<file path="src/rtl/core/jpcu_pkg.sv">
// ----------------------------------------------------------------------------
// jpcu_pkg
// Shared types and constants for the numeric conversion pipeline.
// ----------------------------------------------------------------------------
package jpcu_pkg;

  // conversion opcodes
  typedef enum logic [3:0] {
    A_I2L = 4'd0,  A_I2F = 4'd1,  A_I2D = 4'd2,  A_L2I = 4'd3,
    A_L2F = 4'd4,  A_L2D = 4'd5,  A_F2I = 4'd6,  A_F2L = 4'd7,
    A_F2D = 4'd8,  A_D2I = 4'd9,  A_D2L = 4'd10, A_D2F = 4'd11,
    A_I2B = 4'd12, A_I2C = 4'd13, A_I2S = 4'd14
  } action_t;

  // how an item is finished
  typedef enum logic [1:0] {
    K_DIRECT = 2'd0,
    K_TOINT  = 2'd1,
    K_TOFP   = 2'd2
  } kind_t;

  localparam logic [1:0] WORDS_ONE = 2'd1;
  localparam logic [1:0] WORDS_TWO = 2'd2;

  // exponent given to infinities so that they saturate or overflow
  localparam logic signed [12:0] EXP_INF = 13'sd4095;

  // unpacked operand travelling down the pipeline
  typedef struct packed {
    kind_t              kind;
    logic               wide;     // long or double target
    logic               sign;
    logic [63:0]        mant;     // value = mant * 2^(expo - 63)
    logic signed [12:0] expo;
    logic [6:0]         lzc;
    logic               zero;
    logic [63:0]        direct;
    logic [1:0]         dwords;
  } pipe_t;

  // rounding or truncation prepared, final step pending
  typedef struct packed {
    kind_t       kind;
    logic        wide;
    logic        sign;
    logic        sat;
    logic        ovf;
    logic        inc;
    logic [63:0] mag;             // integer magnitude or packed fp field
    logic [63:0] direct;
    logic [1:0]  dwords;
  } rnd_t;

endpackage

</file>
<file path="src/rtl/core/jvm_primitive_conversion_unit.sv">
// Throughput: one item per cycle while the output is not stalled, every stage is a plain register stage.
// A stall at the output holds the whole pipeline in place; nothing is dropped.
// Reset clears the valid bits only; no clearing pass is needed.
// ----------------------------------------------------------------------------
// jvm_primitive_conversion_unit
// Five-stage pipeline for the fifteen numeric conversion opcodes.
// ----------------------------------------------------------------------------
module jvm_primitive_conversion_unit import jpcu_pkg::*; (
  input  logic        clk,
  input  logic        rst,
  input  logic        in_valid,
  output logic        in_ready,
  input  logic [3:0]  action,
  input  logic [31:0] operand_low,
  input  logic [31:0] operand_high,
  output logic        out_valid,
  input  logic        out_ready,
  output logic [31:0] result_low,
  output logic [31:0] result_high,
  output logic [1:0]  result_words
);

  logic        en;
  logic        v1;
  logic        v3;
  pipe_t       p1;
  pipe_t       p3;
  logic [63:0] res;

  // whole pipeline moves when the last stage is free
  assign en       = !out_valid || out_ready;
  assign in_ready = en;

  jpcu_unpack u_unpack (
    .clk          (clk),
    .rst          (rst),
    .en           (en),
    .v_in         (in_valid),
    .action       (action),
    .operand_low  (operand_low),
    .operand_high (operand_high),
    .v_out        (v1),
    .q            (p1)
  );

  jpcu_norm u_norm (
    .clk   (clk),
    .rst   (rst),
    .en    (en),
    .v_in  (v1),
    .d     (p1),
    .v_out (v3),
    .q     (p3)
  );

  jpcu_round u_round (
    .clk   (clk),
    .rst   (rst),
    .en    (en),
    .v_in  (v3),
    .d     (p3),
    .v_out (out_valid),
    .res   (res),
    .words (result_words)
  );

  // result words
  assign result_low  = res[31:0];
  assign result_high = res[63:32];

`ifndef SYNTH
  a_one_word_high_zero: assert property (@(posedge clk) disable iff (rst)
    out_valid && (result_words == WORDS_ONE) |-> (result_high == 32'd0))
    else $error("single-word result with non-zero high word");

  a_words_legal: assert property (@(posedge clk) disable iff (rst)
    out_valid |-> (result_words == WORDS_ONE) || (result_words == WORDS_TWO))
    else $error("illegal word count");

  a_ready_when_empty: assert property (@(posedge clk) disable iff (rst)
    !out_valid |-> in_ready)
    else $error("pipeline stalled with empty output");
`endif

endmodule

</file>
<file path="src/rtl/core/jpcu_unpack.sv">
// ----------------------------------------------------------------------------
// jpcu_unpack
// First stage: decodes the opcode, unpacks the operand and settles NaNs.
// ----------------------------------------------------------------------------
module jpcu_unpack import jpcu_pkg::*; (
  input  logic        clk,
  input  logic        rst,
  input  logic        en,
  input  logic        v_in,
  input  logic [3:0]  action,
  input  logic [31:0] operand_low,
  input  logic [31:0] operand_high,
  output logic        v_out,
  output pipe_t       q
);

  pipe_t       d;
  logic [63:0] wide_op;
  logic [7:0]  fe;
  logic [22:0] ff;
  logic [10:0] de;
  logic [51:0] df;
  logic        f_nan;
  logic        d_nan;

  assign wide_op = {operand_high, operand_low};
  assign fe      = operand_low[30:23];
  assign ff      = operand_low[22:0];
  assign de      = operand_high[30:20];
  assign df      = wide_op[51:0];
  assign f_nan   = (fe == 8'hFF) && (ff != 23'd0);
  assign d_nan   = (de == 11'h7FF) && (df != 52'd0);

  // opcode decode
  always_comb begin
    d        = '0;
    d.kind   = K_DIRECT;
    d.dwords = WORDS_ONE;
    unique case (action_t'(action))
      A_I2L: begin
        d.direct = {{32{operand_low[31]}}, operand_low};
        d.dwords = WORDS_TWO;
      end
      A_I2F, A_I2D: begin
        d.kind = K_TOFP;
        d.wide = (action_t'(action) == A_I2D);
        d.sign = operand_low[31];
        d.mant = {32'd0, operand_low[31] ? (32'd0 - operand_low) : operand_low};
        d.expo = 13'sd63;
      end
      A_L2I: d.direct = {32'd0, operand_low};
      A_L2F, A_L2D: begin
        d.kind = K_TOFP;
        d.wide = (action_t'(action) == A_L2D);
        d.sign = operand_high[31];
        d.mant = operand_high[31] ? (64'd0 - wide_op) : wide_op;
        d.expo = 13'sd63;
      end
      A_F2I, A_F2L, A_F2D: begin
        d.wide = (action_t'(action) != A_F2I);
        d.kind = (action_t'(action) == A_F2D) ? K_TOFP : K_TOINT;
        d.sign = operand_low[31];
        if (d.wide) begin
          d.dwords = WORDS_TWO;
        end
        if (fe == 8'hFF) begin
          d.mant = {1'b1, 63'd0};
          d.expo = EXP_INF;
        end else begin
          d.mant = {(fe != 8'd0), ff, 40'd0};
          d.expo = (fe == 8'd0) ? -13'sd126 : ($signed({5'd0, fe}) - 13'sd127);
        end
        // quiet nan widening or zero for integers
        if (f_nan) begin
          d.kind = K_DIRECT;
          if (action_t'(action) == A_F2D) begin
            d.direct = {operand_low[31], 11'h7FF, 1'b1, ff[21:0], 29'd0};
          end else begin
            d.direct = '0;
          end
        end
      end
      A_D2I, A_D2L, A_D2F: begin
        d.wide = (action_t'(action) == A_D2L);
        d.kind = (action_t'(action) == A_D2F) ? K_TOFP : K_TOINT;
        d.sign = operand_high[31];
        if (d.wide) begin
          d.dwords = WORDS_TWO;
        end
        if (de == 11'h7FF) begin
          d.mant = {1'b1, 63'd0};
          d.expo = EXP_INF;
        end else begin
          d.mant = {(de != 11'd0), df, 11'd0};
          d.expo = (de == 11'd0) ? -13'sd1022 : ($signed({2'd0, de}) - 13'sd1023);
        end
        // quiet nan narrowing or zero for integers
        if (d_nan) begin
          d.kind = K_DIRECT;
          if (action_t'(action) == A_D2F) begin
            d.direct = {32'd0, operand_high[31], 8'hFF, 1'b1, df[50:29]};
          end else begin
            d.direct = '0;
          end
        end
      end
      A_I2B: d.direct = {32'd0, {24{operand_low[7]}}, operand_low[7:0]};
      A_I2C: d.direct = {48'd0, operand_low[15:0]};
      A_I2S: d.direct = {32'd0, {16{operand_low[15]}}, operand_low[15:0]};
      default: d.direct = '0;
    endcase
  end

  // stage register
  always_ff @(posedge clk) begin
    if (rst) begin
      v_out <= 1'b0;
    end else if (en) begin
      v_out <= v_in;
    end
    if (en) begin
      q <= d;
    end
  end

endmodule

</file>
<file path="src/rtl/core/jpcu_norm.sv">
// ----------------------------------------------------------------------------
// jpcu_norm
// Second and third stages: leading-zero count, then normalising shift.
// ----------------------------------------------------------------------------
module jpcu_norm import jpcu_pkg::*; (
  input  logic  clk,
  input  logic  rst,
  input  logic  en,
  input  logic  v_in,
  input  pipe_t d,
  output logic  v_out,
  output pipe_t q
);

  pipe_t      s2;
  pipe_t      s2_next;
  pipe_t      q_next;
  logic       v2;
  logic [6:0] cnt;
  logic [7:0] grp_nz;
  logic [2:0] grp_lz [8];

  // per-byte leading zeros, most significant byte is group 0
  always_comb begin
    for (int g = 0; g < 8; g++) begin
      grp_nz[g] = |d.mant[63 - 8*g -: 8];
      grp_lz[g] = 3'd0;
      for (int b = 0; b < 8; b++) begin
        if (d.mant[63 - 8*g - b] && (grp_lz[g] == 3'd0) &&
            !(|(d.mant[63 - 8*g -: 8] >> (8 - b)))) begin
          grp_lz[g] = 3'(b);
        end
      end
    end
  end

  // first non-empty byte
  always_comb begin
    cnt = 7'd64;
    for (int g = 7; g >= 0; g--) begin
      if (grp_nz[g]) begin
        cnt = {1'b0, 3'(g), grp_lz[g]};
      end
    end
  end

  // next contents of the count and shift stages
  always_comb begin
    s2_next      = d;
    s2_next.lzc  = cnt;
    s2_next.zero = (d.mant == 64'd0);
    q_next       = s2;
    q_next.mant  = s2.mant << s2.lzc;
    q_next.expo  = s2.expo - $signed({6'd0, s2.lzc});
  end

  // count and shift stages
  always_ff @(posedge clk) begin
    if (rst) begin
      v2    <= 1'b0;
      v_out <= 1'b0;
    end else if (en) begin
      v2    <= v_in;
      v_out <= v2;
    end
    if (en) begin
      s2 <= s2_next;
      q  <= q_next;
    end
  end

endmodule

</file>
<file path="src/rtl/core/jpcu_round.sv">
// ----------------------------------------------------------------------------
// jpcu_round
// Fourth and fifth stages: truncation or rounding, then sign, carry and pack.
// ----------------------------------------------------------------------------
module jpcu_round import jpcu_pkg::*; (
  input  logic        clk,
  input  logic        rst,
  input  logic        en,
  input  logic        v_in,
  input  pipe_t       d,
  output logic        v_out,
  output logic [63:0] res,
  output logic [1:0]  words
);

  rnd_t               r4;
  rnd_t               n4;
  logic               v4;
  logic signed [12:0] emin;
  logic signed [12:0] emax;
  logic signed [12:0] bias;
  logic signed [12:0] diff;
  logic signed [12:0] be;
  logic [13:0]        shx;
  logic [6:0]         base;
  logic [6:0]         shamt;
  logic [63:0]        kept;
  logic [63:0]        gbits;
  logic [63:0]        smask;
  logic               den;
  logic               sticky;
  logic [62:0]        sum;
  logic [63:0]        ival;
  logic [63:0]        res_next;
  logic [1:0]         words_next;

  // fp rounding set-up
  always_comb begin
    emin  = d.wide ? -13'sd1022 : -13'sd126;
    emax  = d.wide ? 13'sd1023 : 13'sd127;
    bias  = d.wide ? 13'sd1023 : 13'sd127;
    base  = d.wide ? 7'd11 : 7'd40;
    den   = d.expo < emin;
    diff  = emin - d.expo;
    shx   = {7'd0, base} + 14'(unsigned'(diff));
    shamt = den ? ((shx > 14'd65) ? 7'd65 : shx[6:0]) : base;
    kept  = d.mant >> shamt;
    gbits = d.mant >> (shamt - 7'd1);
    smask = (64'd1 << (shamt - 7'd1)) - 64'd1;
    sticky = |(d.mant & smask);
    be    = den ? 13'sd0 : (d.expo + bias);
  end

  // stage four contents
  always_comb begin
    n4        = '0;
    n4.kind   = d.kind;
    n4.wide   = d.wide;
    n4.sign   = d.sign;
    n4.direct = d.direct;
    n4.dwords = d.dwords;
    unique case (d.kind)
      K_TOINT: begin
        n4.sat = !d.zero && (d.expo >= (d.wide ? 13'sd63 : 13'sd31));
        if (!d.zero && (d.expo >= 13'sd0) && !n4.sat) begin
          n4.mag = d.mant >> (7'd63 - d.expo[6:0]);
        end
      end
      K_TOFP: begin
        if (!d.zero) begin
          n4.ovf = !den && (d.expo > emax);
          n4.inc = gbits[0] && (sticky || kept[0]);
          n4.mag = d.wide ? {1'b0, be[10:0], kept[51:0]}
                          : {33'd0, be[7:0], kept[22:0]};
        end
      end
      default: n4.mag = '0;
    endcase
  end

  // final pack
  always_comb begin
    sum        = r4.mag[62:0] + {62'd0, r4.inc};
    ival       = r4.sign ? (64'd0 - r4.mag) : r4.mag;
    res_next   = r4.direct;
    words_next = r4.dwords;
    unique case (r4.kind)
      K_TOINT: begin
        if (r4.wide) begin
          res_next   = r4.sat ? (r4.sign ? {1'b1, 63'd0} : {1'b0, {63{1'b1}}}) : ival;
          words_next = WORDS_TWO;
        end else begin
          res_next   = {32'd0, r4.sat ? (r4.sign ? {1'b1, 31'd0} : {1'b0, {31{1'b1}}})
                                      : ival[31:0]};
          words_next = WORDS_ONE;
        end
      end
      K_TOFP: begin
        if (r4.wide) begin
          res_next   = {r4.sign, r4.ovf ? {11'h7FF, 52'd0} : sum};
          words_next = WORDS_TWO;
        end else begin
          res_next   = {32'd0, r4.sign, r4.ovf ? {8'hFF, 23'd0} : sum[30:0]};
          words_next = WORDS_ONE;
        end
      end
      default: res_next = r4.direct;
    endcase
  end

  // stage registers
  always_ff @(posedge clk) begin
    if (rst) begin
      v4    <= 1'b0;
      v_out <= 1'b0;
    end else if (en) begin
      v4    <= v_in;
      v_out <= v4;
    end
    if (en) begin
      r4    <= n4;
      res   <= res_next;
      words <= words_next;
    end
  end

endmodule
</file>
<file path="config.mk">
export PLATFORM = sky130hd
export DESIGN_NAME = jvm_primitive_conversion_unit
export DESIGN_NICKNAME = d
export VERILOG_FILES = /design/src/rtl/core/jpcu_pkg.sv /design/src/rtl/core/jvm_primitive_conversion_unit.sv /design/src/rtl/core/jpcu_unpack.sv /design/src/rtl/core/jpcu_norm.sv /design/src/rtl/core/jpcu_round.sv
export SDC_FILE = /design/constraint.sdc
export NUM_CORES = 2
export LEC_CHECK = 0
export ABC_CLOCK_PERIOD_IN_PS = 40200
export BUFFER_PORTS_ARGS = -buffer_cell sky130_fd_sc_hd__buf_2
export CORE_MARGIN = 5
export CORE_UTILIZATION = 55
export DETAILED_ROUTE_END_ITERATION = 6
export PLACE_DENSITY = 0.72
export SLEW_MARGIN = 30
export SYNTH_ARGS = -nofsm -noshare
export SYNTH_HDL_FRONTEND = slang
export SYNTH_SLANG_ARGS = --single-unit
</file>
<file path="constraint.sdc">
create_clock -name clk -period 40.2 [get_ports clk]
set_input_delay 8.04 -clock clk [delete_from_list [all_inputs] [get_ports clk]]
set_output_delay 8.04 -clock clk [all_outputs]
set_load 0.02 [all_outputs]
</file>
==> flow_summary.toml <==
[power]
power.ir.vdd_worst_mv = 0.0478
cellLeakagePower_nw = 19.3
powerDensity_mw_per_mm2 = 66.6
fin_total_pwr_mw = 3.23

[detailed_routing]
postRouteAntennaNets = 0
total_via_count_in_the_routed_design = 41300
route.detailed.drc = 0
avgRoutedWirePerCell_um = 27.9
drt-initial-drc-count = 6611
routed_wirelength_um = 164000
drt_first_pass_iters = 6
detail_route.vias_per_cell = 7.00

[flow_run]
maxCapViolations = 0

[grt]
grt_util_all_layers_pct = 36.1
grt_pass1_vias = 37600
grt_first_pass_wirelength_um = 241000
global_route.overflow_total = 0
grt_max_degree = 192
grt_antenna_before_repair = 3

[timing]
period_share_pct = 42.0
final.setup.tns_ps = 0
setup_viol_count_final = 0
finalHoldViolCount = 0
final.hold.worst_slack_ps = 392
worst_relative_slew_slack_pct = 22.1
skew_ps = 68.9
final.setup.worst_slack_ps = 23330
maxSlewViolCount = 0
tightest_slew_ps = 1150
max_clock_freq_mhz = 59.3
finalCriticalPeriod_ps = 16870
grt_setup_unrepaired = "no"

[final_layout]
design_area_sq_mm = 0.0485
final_layout_size_suffix_gt1_share_pct = 11.2
multi_input_comb_area_sq_mm = 0.0248
num-nets-final = 4889
fin_cells = 5893
number_of_fill_cells_in_the_layout = 6994
sequential_cell_area_sq_mm = 0.0184
syn_to_final_growth_pct = 7.50
utilization_pct = 59.4

[critical_path]
worst_setup_path_category = "in2out"
critical_path.n_buffers_inverters = 2
regToRegSetupSlack_ps = 29270
crit_arrival_ps = 8830
critPathCaptureType = "output port"
worstSetupPathDepth = 3
cp_max_fo = 26
worst_path_largest_cell_delay_ps = 400
worst_setup_path_startpoint = "out_ready"
worstRegToRegCells = 27
timing.critical_path.mode_cell = "sky130_fd_sc_hd__buf_2"
crit_slowest_cell = "sky130_fd_sc_hd__nand2b_4"
path_delay_family = "simple AND/OR/NAND/NOR gates"
r2r-start = "u_norm.q[152]"
cp_data_required_time_ps = 32160
start_kind = "input port"
path_cells = "buf_2 -> nand2b_4 -> buf_2"

[placed_design]
place.port_buffers = 139
numPlacedInstances = 5774
place.gp.congestion = 1.05
placed_cell_area_sq_mm = 0.0463
post-place-ws_ps = 23310
dp_hpwl_um = 117000

[synthesis]
synth_area_leader_cell = "sky130_fd_sc_hd__edfxtp_1"
yosys-top-cells-count = "684 x sky130_fd_sc_hd__nand2_1, 609 x sky130_fd_sc_hd__edfxtp_1, 546 x sky130_fd_sc_hd__nor2_1"
synth.mux.area_fraction_pct = 12.5
synth-xor-area-share_pct = 3.39
syn_avg_cell_area_sq_um = 9.19
synth.ff_latch_count = 614
syn_area_sq_mm = 0.0451
arithmetic_cell_share_of_the_synthesized_area_counting_full_adders_half_adders_and_majority_gates_pct = 1.25
yosys.area.top_type_share_pct = 40.5
synth_cell_types = 117
synth.yosys.warnings = 0
synth_seq_area_share_pct = 40.7
asyncSetResetFlopFracSynth_pct = 0
synth_flop_cell = "sky130_fd_sc_hd__edfxtp_1"
syn_nets = 5026
share_of_the_synthesized_area_in_compound_gates_ao_oa_aoi_oai_pct = 19.0
netlist_instances = 4910
synth.most_common_cell = "sky130_fd_sc_hd__nand2_1"
synth.area.top_cells = "sky130_fd_sc_hd__edfxtp_1 41%, sky130_fd_sc_hd__mux2i_1 6.6%, sky130_fd_sc_hd__nand2_1 5.7%"
synth_area_in_simple_gates_pct = 18.4
post_synth_edffs = 609
combinational_family_with_the_most_area_after_synthesis = "compound AO/OA/AOI/OAI gates"

[clock_tree]
cts_tree = "built"
postCtsResizedCells = 0
cts_root_buf = "sky130_fd_sc_hd__clkbuf_16"
cts.sinks = 614
max-clock-path-buffers = 3
worstSkewPairLatency_ps = 640
tritoncts.num_buffers = 66
cts.repair_timing.setup_buffer_count = 0
clkTransAtPathRegs_ps = 70
cts_hold_repair.buffers = 0
cts_max_level = 3

[floorplanning]
floorplan.die.height_um = 297
dieArea_sq_mm = 0.0879
initial_core_util_pct = 55.2
core.rowCount = 105
floorplan.io_pins = 140
die_width_um = 297
core_area_sq_mm = 0.0817

[worst_hold_path]
min_delay_path_depth = 0
min_from = "u_norm.q[30]"
hold_path_class = "reg2reg"

[status]
result_of_the_run = "complete, no violations"
## where the power goes
group / internal [mW] / switching, mW / total [mW]
Clock: 0.357 / 0.261 / 0.618
Combinational: 0.569 / 1.06 / 1.62
Sequential: 0.806 / 0.185 / 0.991
## cells by family after synthesis
logic type	count (synthesis)
compound gates	1270
xor+xnor	173
fa+ha+maj	44
buf+inv	534
flops	614
mux	437
simple gates	1838
## routing by layer
layer  part of all wire (%)  GRT usage, %
met2                     43          53.9
met1                     39          49.6
met3                     11          8.11
met4                    6.5          18.6
met5                  0.021         0.108
## layout make-up
type / instances / share of cell area, %
multi-input cells: 3762 / 51.1
flip-flops and latches: 614 / 37.9
clock buffers: 81 / 3.62
repair buffers: 222 / 2.85
well taps: 1070 / 2.76
clock inverters: 35 / 0.985
inverters: 107 / 0.830
diodes: 2 / 0.0103
## flip-flops by register name, indices dropped and copies added (netlist names), 2 cells and up
register       flops
u_round.r4       126
u_norm.q         137
u_unpack.q       136
u_round.words      2
u_round.res       64
u_norm.q_next     67
u_norm.s2         77
## path summary, 6_finish.rpt
| kind | to |
|---|---|
| max reg2reg | u_round.r4[130] |
| max | in_ready |
| min reg2reg | u_round.r4[30] |
| min | u_round.r4[30] |
## worst register-to-register path, delay by kind of cell, from the launching register on
family	cells	cell delay (ps)
AO/OA/AOI/OAI	8	3090
XOR/XNOR	1	380
flip-flops	1	320
buffers and inverters	6	1950
AND/OR/NAND/NOR	9	3390
adder cells (fa/ha/maj)	3	1420
## cell usage in the layout (no fill, tap or decap), drive strengths merged, types with 19 or more instances in the layout
| master | n |
|---|---|
| nor2b | 23 |
| nand2b | 30 |
| xor2 | 80 |
| nor3 | 125 |
| mux2i | 299 |
| a211oi | 59 |
| nand3 | 149 |
| a221o | 44 |
| or2 | 21 |
| o21a | 19 |
| a22oi | 63 |
| inv | 107 |
| o22ai | 77 |
| or4 | 24 |
| nor4 | 38 |
| nand2 | 685 |
| a21oi | 202 |
| xnor2 | 93 |
| ha | 42 |
| mux2 | 39 |
| clkinv | 24 |
| and2 | 23 |
| o21ai | 347 |
| nand4 | 38 |
| mux4 | 99 |
| o31ai | 30 |
| and3 | 35 |
| a31oi | 53 |
| o221ai | 25 |
| buf | 222 |
| edfxtp | 609 |
| or3 | 50 |
| a21o | 45 |
| nor2 | 546 |
| a221oi | 21 |
| clkbuf | 81 |
| o211ai | 90 |
(Power assumes the default switching activity.)
